<file path="config.mk">
export PLATFORM = sky130hd
export DESIGN_NAME = cia_front
export DESIGN_NICKNAME = d
export VERILOG_FILES = /design/src/rtl/cia_pkg.sv /design/src/rtl/cia_front.sv
export SDC_FILE = /design/constraint.sdc
export NUM_CORES = 1
export LEC_CHECK = 0
export BUFFER_PORTS_ARGS = -buffer_cell sky130_fd_sc_hd__buf_2
export CAP_MARGIN = 20
export CORE_MARGIN = 10
export CORE_UTILIZATION = 38
export CTS_BUF_LIST = sky130_fd_sc_hd__clkbuf_2
export CTS_CLUSTER_DIAMETER = 200
export DETAILED_ROUTE_END_ITERATION = 12
export GPL_TIMING_DRIVEN = 0
export PLACE_DENSITY = 0.61
export SLEW_MARGIN = 20
export SYNTH_ARGS = -nofsm -noshare
export SYNTH_HDL_FRONTEND = slang
export SYNTH_SLANG_ARGS = --single-unit
</file>
<file path="constraint.sdc">
create_clock -name clk -period 6.7 [get_ports clk]
set_input_delay 1.005 -clock clk [delete_from_list [all_inputs] [get_ports clk]]
set_output_delay 1.005 -clock clk [all_outputs]
set_load 0.005 [all_outputs]
</file>
<file path="src/rtl/cia_pkg.sv">
// Shared types, constants and codes for the checked 64-bit integer ALU.
// Used by every module of the block; depends on nothing.
`default_nettype none

package cia_pkg;

  // Width of the arithmetic and of the port fields.
  localparam int DW = 64;
  localparam int IO_W = 64;
  localparam int CMD_W = 3;
  localparam int ST_W = 2;

  // Operation codes.
  localparam logic [CMD_W-1:0] CMD_ADD = 3'd0;
  localparam logic [CMD_W-1:0] CMD_SUB = 3'd1;
  localparam logic [CMD_W-1:0] CMD_MUL = 3'd2;
  localparam logic [CMD_W-1:0] CMD_DIV = 3'd3;
  localparam logic [CMD_W-1:0] CMD_REM = 3'd4;
  localparam logic [CMD_W-1:0] CMD_NEG = 3'd5;

  // Status codes.
  localparam logic [ST_W-1:0] ST_OK = 2'd0;
  localparam logic [ST_W-1:0] ST_OVF = 2'd1;
  localparam logic [ST_W-1:0] ST_DIVZ = 2'd2;

  // Queue between front and back.
  localparam int QD = 4;
  localparam int QAW = 2;

  // Divider step counter.
  localparam int CNT_W = $clog2(DW);

  // How the back end has to finish an item.
  typedef enum logic [1:0] {
    K_CONST,
    K_MUL,
    K_DIV
  } kind_t;

  // Divider sequencer states.
  typedef enum logic [1:0] {
    DV_IDLE,
    DV_RUN,
    DV_DONE
  } dv_state_t;

  // One classified item as it waits in the queue.
  typedef struct packed {
    kind_t           kind;
    logic            is_rem;
    logic            neg;
    logic [DW-1:0]   mag_a;
    logic [DW-1:0]   mag_b;
    logic [DW-1:0]   res;
    logic [ST_W-1:0] st;
  } q_entry_t;

  // Request from the back pipeline to the divider.
  typedef struct packed {
    logic          start;
    logic          is_rem;
    logic          neg;
    logic [DW-1:0] mag_a;
    logic [DW-1:0] mag_b;
  } dv_req_t;

  // Divider status toward the back pipeline.
  typedef struct packed {
    logic          idle;
    logic          done;
    logic [DW-1:0] res;
  } dv_stat_t;

endpackage

`default_nettype wire

</file>
<file path="src/rtl/cia_front.sv">
// Front end: accepts items, classifies them and finishes the cheap operations.
// Holds the queue toward the back end. Depends on cia_pkg.
`default_nettype none

module cia_front
  import cia_pkg::*;
(
  input  wire logic              clk,
  input  wire logic              rst_n,
  input  wire logic              in_valid,
  output logic                   in_stall,
  input  wire logic [CMD_W-1:0]  in_cmd,
  input  wire logic [IO_W-1:0]   in_operand_a,
  input  wire logic [IO_W-1:0]   in_operand_b,
  output q_entry_t               head,
  output logic                   head_valid,
  input  wire logic              pop
);

  logic [DW-1:0] a, b, sum, dif, neg_a, neg_b;
  logic          sa, sb, ovf_add, ovf_sub, min_a, zero_b, m1_b;
  q_entry_t      ent;
  logic          push;

  q_entry_t      fifo_r [QD];
  logic [QAW-1:0] wr_ptr_r, rd_ptr_r;
  logic [QAW:0]   cnt_r;

  // Only the low DW bits of each operand count.
  assign a = in_operand_a[DW-1:0];
  assign b = in_operand_b[DW-1:0];
  assign sa = a[DW-1];
  assign sb = b[DW-1];

  // Adders for add, subtract, negate and the operand magnitudes.
  assign sum = a + b;
  assign dif = a - b;
  assign neg_a = '0 - a;
  assign neg_b = '0 - b;
  assign ovf_add = (sa == sb) && (sum[DW-1] != sa);
  assign ovf_sub = (sa != sb) && (dif[DW-1] != sa);
  assign min_a = sa && (a[DW-2:0] == '0);
  assign zero_b = (b == '0);
  assign m1_b = &b;

  // Classify the item.
  always_comb begin
    ent.kind = K_CONST;
    ent.is_rem = 1'b0;
    ent.neg = 1'b0;
    ent.mag_a = sa ? neg_a : a;
    ent.mag_b = sb ? neg_b : b;
    ent.res = '0;
    ent.st = ST_OK;
    case (in_cmd)
      CMD_ADD: begin
        if (ovf_add) ent.st = ST_OVF;
        else ent.res = sum;
      end
      CMD_SUB: begin
        if (ovf_sub) ent.st = ST_OVF;
        else ent.res = dif;
      end
      CMD_MUL: begin
        ent.kind = K_MUL;
        ent.neg = (sa != sb) && (a != '0) && !zero_b;
      end
      CMD_DIV: begin
        if (zero_b) ent.st = ST_DIVZ;
        else if (min_a && m1_b) ent.st = ST_OVF;
        else begin
          ent.kind = K_DIV;
          ent.neg = sa ^ sb;
        end
      end
      CMD_REM: begin
        if (zero_b) ent.st = ST_DIVZ;
        else if (!(min_a && m1_b)) begin
          ent.kind = K_DIV;
          ent.is_rem = 1'b1;
          ent.neg = sa;
        end
      end
      CMD_NEG: begin
        if (min_a) ent.st = ST_OVF;
        else ent.res = neg_a;
      end
      default: begin
        ent.st = ST_OK;
      end
    endcase
  end

  // Queue control.
  assign in_stall = (cnt_r == (QAW+1)'(QD));
  assign push = in_valid && !in_stall;
  assign head_valid = (cnt_r != '0);
  assign head = fifo_r[rd_ptr_r];

  always_ff @(posedge clk) begin
    if (!rst_n) begin
      wr_ptr_r <= '0;
      rd_ptr_r <= '0;
      cnt_r <= '0;
    end else begin
      if (push) wr_ptr_r <= wr_ptr_r + 1'b1;
      if (pop) rd_ptr_r <= rd_ptr_r + 1'b1;
      cnt_r <= cnt_r + (QAW+1)'(push) - (QAW+1)'(pop);
    end
  end

  // Queue storage.
  always_ff @(posedge clk) begin
    if (push) fifo_r[wr_ptr_r] <= ent;
  end

endmodule

`default_nettype wire

</file>
Word-level counts from Yosys, hierarchy flattened

Memory sizes are Yosys's and may differ from the RTL's. A register that Yosys moved wholly into a read port is not among the register bits.
Cells that the tools add are included.

Multiplexer cells: 26
Equal/unequal tests: 10
$add $sub $neg: 8
Reductions and logical operators: 15
Bitwise logic cells: 1

Operator list:

| cell                                                                 | number |
|---|---|
| 64-bit 2-to-1 mux                                                    | 5 |
| 64-bit case mux with 3 select lines                                  | 1 |
| 1-bit by 64-bit subtractor with 64-bit output (first input constant) | 2 |
| 64-bit adder                                                         | 1 |
| 64-bit zero test                                                     | 1 |
| 64-bit AND reduction                                                 | 1 |
| 64-bit nonzero test                                                  | 1 |
| 64-bit subtractor                                                    | 1 |
| 63-bit zero test                                                     | 1 |
| 2-bit 2-to-1 mux                                                     | 6 |
| 2-bit case mux with 5 select lines                                   | 1 |
| 3-bit == test (second input constant)                                | 3 |
| 1-bit 2-to-1 mux                                                     | 9 |
| 4-bit 2-to-1 mux                                                     | 2 |
| 1-bit logical AND                                                    | 7 |
| 3-bit by 2-bit == test with 1-bit output (second input constant)     | 2 |
| 2-bit case mux with 3 select lines                                   | 1 |
| 2-bit by 1-bit adder with 2-bit output (second input constant)       | 2 |
| 3-bit by 1-bit adder with 3-bit output                               | 1 |
| 3-bit by 1-bit == test with 1-bit output (second input constant)     | 1 |
| 3-bit zero test                                                      | 1 |
| 1-bit inequality test                                                | 3 |
| 1-bit case mux with 3 select lines                                   | 1 |
| 3-bit nonzero test                                                   | 1 |
| 4 further kinds                                                      | 5 |

Register bits after elaboration: 7
Input port bits: 135
RAM bits: 792
Output and inout port bits: 200
Memories: 1

Memory list:

| name   | depth | width | rd ports | clocked after Yosys merged registers in | write ports | line            | text |
|---|---|---|---|---|---|---|---|
| fifo_r | 4     | 198   | 1        | 1                                       | 1           | cia_front.sv:25 | `q_entry_t fifo_r [QD];` |

Logic depth before layout (Yosys ltp)

Depth in word-level cells: 6
Gate-level depth with buffers: 17
Gate-level depth less buffers: 14

Worst setup path after synthesis

Ideal clock, no wire load.

Kind: in2reg
Start point: in in_valid
End point: mem fifo_r[2][0] in the netlist's numbering (enable)
Data arrival time: 5.901 ns
Setup time: 0.583 ns
Setup slack: 0.216 ns
Stages on the path: 3
Path buffers: 1
Path through: nor2b_1 -> clkbuf_1 -> and2_1

Cells in the longest elaborated chain, start to end: 3

RTL lines:

| element                                | line             | text |
|---|---|---|
| start: declaration                     | cia_front.sv:10  | `input wire logic in_valid,` |
| 1-bit logical AND                      | cia_front.sv:96  | `assign push = in_valid && !in_stall;` |
| via push                               | cia_front.sv:23  | `logic push;` |
| 1-bit 2-to-1 mux                       | cia_front.sv:114 | `if (push) fifo_r[wr_ptr_r] <= ent;` |
| 1-bit 2-to-1 mux (not written as such) | cia_front.sv:114 |  |
| end: declaration                       | cia_front.sv:25  |  |

The timed path passes the listed nets, and every way through them passes these cells.

==> flow_metrics.env <==
export IMPL_clkPwrFrac=0.253
export IMPL_reg2reg_to="fifo_r[2][117]"
export IMPL_rows=120
export IMPL_cts_tree="built"
export IMPL_synth_top_area_cell="edfxtp_1"
export IMPL_combPwrFrac=0.246
export IMPL_intPower_uw=8680
export IMPL_grt_usage=0.237
export IMPL_swShare=0.317
export IMPL_vias_per_cell=5.86
export IMPL_synth_most_common_cell="edfxtp_1"
export IMPL_die_h_um=349
export IMPL_postSynthRegisterBits=801
export IMPL_cts_root_buf="clkbuf_2"
export IMPL_coreArea_mm2=0.107
export IMPL_areaGrowthSynthToFinish_pct=17.3
export IMPL_pwr_share_seq=0.501
export IMPL_final_antenna_net_count=0
export IMPL_netlist_area_leader_share=0.578
export IMPL_critPathBufInv=7
export IMPL_synth_area_mm2=0.0412
export IMPL_initial_utilization=0.384
export IMPL_grt_setup_unrepaired="false"
export IMPL_power_switching_uw=4040
export IMPL_synth_area_mux_share=0.110
export IMPL_drc=0
export IMPL_yosysUniqueCellTypes=86
export IMPL_via_count=30900
export IMPL_cp_cell_sequence="dlygate4sd3_1 -> buf_2 -> inv_1 -> ha_1 -> clkbuf_1 -> a21o_1 -> or3_1 -> o211ai_1 -> a21oi_1 -> nor3_1 -> o41ai_1 -> or3_1 -> clkbuf_1 -> a221oi_2 -> buf_2 -> clkbuf_1 -> a211oi_1 -> o22ai_1"
export IMPL_io_pins=335
export IMPL_drtPass1Iterations=6
export IMPL_layout_area_seq_mm2=0.0240
export IMPL_fmax_ghz=0.148
export IMPL_r2r_start="cnt_r[1]"
export IMPL_hold_class="in2reg"
export IMPL_die_w_um=349
export IMPL_place_hpwl_mm=110
export IMPL_cp_top_family="buffers and inverters"
export IMPL_grt_overflow=0
export IMPL_grt_pass1_vias=30700
export IMPL_synth_commonest_cells="edfxtp_1 (792), mux4_2 (198), a21oi_1 (180)"
export IMPL_end_kind="flop"
export IMPL_cts_buffers_inserted=198
export IMPL_antenna_found_initial=27
export IMPL_critPathMaxStageDelay_ns=0.84
export IMPL_failed_checks="setup timing"
export IMPL_yosys_warnings=0
export IMPL_synth_edf_count=792
export IMPL_p_leak_uw=0.0171
export IMPL_post_cts_buffers=0
export IMPL_nNetsFinal=3992
export IMPL_numClockSinks=801
export IMPL_wl_met2_mm=67.7
export IMPL_worst_slack_ns=-0.0476
export IMPL_synthSimpleGateAreaFrac=0.0831
export IMPL_crit_arrival_ns=7.87
export IMPL_synth_fa_ha_area_frac=0.0428
export IMPL_setup_viol=1
export IMPL_r2r_slack_ns=3.96
export IMPL_netlist_top_cells_area="edfxtp_1 (58%), mux4_2 (11%), ha_1 (4.1%)"
export IMPL_wirelength_mm=148
export IMPL_ys_seq_area_frac=0.582
export IMPL_synth_xor_area_frac=0.0406
export IMPL_vdd_drop_max_v=0.000148
export IMPL_syn_num_nets=3304
export IMPL_wl_met3_mm=14.5
export IMPL_ys_flop_type="edfxtp_1"
export IMPL_cts_max_level=4
export IMPL_tightest_slew_ns=1.18
export IMPL_max_slew_margin=0.205
export IMPL_finalPower_uw=12700
export IMPL_clk_pin_slew_worst_paths_ns=0.10
export IMPL_clockBufferDepth=3
export IMPL_n_fill_cell=9818
export IMPL_min_from="in_operand_b[58]"
export IMPL_cp_slowest_cell="clkbuf_1"
export IMPL_synth_top_family_by_area="compound AO/OA/AOI/OAI gates"
export IMPL_reg2reg_depth=6
export IMPL_drive_above_1_share=0.241
export IMPL_run_status="finished, violations left"
export IMPL_wl_met1_mm=60.4
export IMPL_drt_iter0_markers=3447
export IMPL_hold_violations=0
export IMPL_min_to="fifo_r[3][124]"
export IMPL_die_area_mm2=0.122
export IMPL_synthArstFlopShare=0
export IMPL_critical_path_class="in2reg"
export IMPL_fin_cells=5275
export IMPL_whs_path_depth=2
export IMPL_min_period_ns=6.75
export IMPL_cap_viol_max_count=0
export IMPL_drv_slew=0
export IMPL_port_buffers=333
export IMPL_syn_inst=3030
export IMPL_clk_latency_ns=1.47
export IMPL_cpMostUsedCell="clkbuf_1"
export IMPL_synth_compound_area_share=0.112
export IMPL_gp_congestion=0.971
export IMPL_place_inst=4785
export IMPL_avgSynthCellArea_um2=13.6
export IMPL_multi_input_area_mm2=0.0160
export IMPL_grt_max_degree=46
export IMPL_skew_ns=0.0620
export IMPL_post_drt_wl_per_cell_um=28.1
export IMPL_period_share=1.01
export IMPL_grt_pass1_wl_mm=212
export IMPL_worstPathRequired_ns=7.82
export IMPL_start_kind="primary input"
export IMPL_power_density_mw_per_mm2=263
export IMPL_top_layer="met5"
export IMPL_path_max_fanout=10
[sequential cells by signal, indices dropped and copies added, names as in the netlist, named ones only]
name / cells
rd_ptr_r: 2
fifo_r: 792
wr_ptr_r: 2
cnt_r: 3
[metrics by stage]
step	setup WS [ns]	util	instance area [um2]	setup TNS (ns)	hold slack, ns
5_1_grt	0.160	0.450	48300	0	0.0479
4_1_cts	0.476	0.449	48200	0	0.0124
6_report	-0.0476	0.450	48300	-0.0476	0.185
2_1_floorplan	0.216	-	41200	0	0.528
3_3_place_gp	-3.78	0.415	44600	-2953.23	0.553
3_5_place_dp	-0.625	0.420	45100	-25.70	0.558
[timing repair]
action	in CTS	in global routing
setup endpoints to repair	0	0
hold endpoints to repair	515	0
gates resized for setup	0	0
hold buffers	136	0
[worst max path at each step]
| stage | start | to | slack (ns) | depth (start not counted) |
|---|---|---|---|---|
| 2_1_floorplan | in_valid | fifo_r[2][0] | 0.22 | 3 |
| 3_3_place_gp | in_valid | fifo_r[0][114] | -3.78 | 4 |
| 3_5_place_dp | in_operand_b[4] | fifo_r[2][25] | -0.62 | 17 |
| 4_1_cts | in_operand_b[4] | fifo_r[3][25] | 0.48 | 18 |
| 5_1_grt | in_operand_b[4] | fifo_r[0][22] | 0.16 | 18 |
| 6_report | in_operand_b[4] | fifo_r[3][25] | -0.05 | 18 |
[logic make-up after synthesis]
| family | after synthesis |
|---|---|
| flip-flops | 801 |
| AO/OA/AOI/OAI | 704 |
| AND/OR/NAND/NOR | 678 |
| buffers and inverters | 313 |
| multiplexers | 204 |
| XOR/XNOR | 191 |
| adder cells (fa/ha/maj) | 139 |
[power by group through the flow]
| stage | combinational, uW | clock, uW | sequential [uW] |
|---|---|---|---|
| after floorplan | 1660 | 0 | 6560 |
| after global placement | 2930 | 0 | 6710 |
| after detailed placement | 3050 | 0 | 6490 |
| after CTS | 3140 | 3340 | 6370 |
| after global routing | 3360 | 3610 | 6410 |
| final | 3130 | 3220 | 6370 |
[area by class of cell]
type                       count  share of cell area
antenna                       16            0.000829
buffer                       161              0.0134
clock buffer                 284              0.0294
clock inverter                54             0.00733
inverter                     152              0.0118
multi-input combinational   1916               0.332
sequential                   801               0.496
tap                         1403              0.0364
timing repair buffer         488              0.0723
[cell usage in the layout, fill, tap and decap left out, drive strengths merged, types with 8 or more instances in the layout]
master       synthesis  routed
a221o                8       8
o211ai              22      22
o31ai               45      45
nand3               34      34
nand4               51      51
nand2              178     178
o21ai              129     129
nor3                44      44
nor2               168     168
nor4                34      34
clkinv               0      43
xnor2              161     161
o21bai              45      45
dlygate4sd3          0     136
buf                 48     400
xor2                30      30
or3                 43      43
a21o                31      31
nor2b               27      27
a31oi               19      19
nand2b              19      19
or4                 15      15
a21boi               8       8
o41ai               16      16
edfxtp             792     792
and2                19      19
o221ai               8       8
a21oi              180     180
a221oi              33      33
diode                0      16
dfxtp                9       9
or2                 16      16
o22ai               62      62
mux4               198     198
ha                 136     136
o21a                11      11
a211oi              25      25
a22o                 8       8
inv                152     159
clkbuf             113     397
[routing by layer]
metal  vias up  track usage
li1      13400            -
met1     15500        0.320
met2      1628        0.363
met3       299       0.0597
met4        22       0.0943
met5         -            0
[worst reg2reg max path, delay by kind of cell, from the launching register on]
kind / cells / cell delay, ns
flip-flops: 1 / 0.43
buffers and inverters: 3 / 1.02
AND/OR/NAND/NOR: 3 / 0.88
No activity file was read; power rests on OpenSTA's default activity.
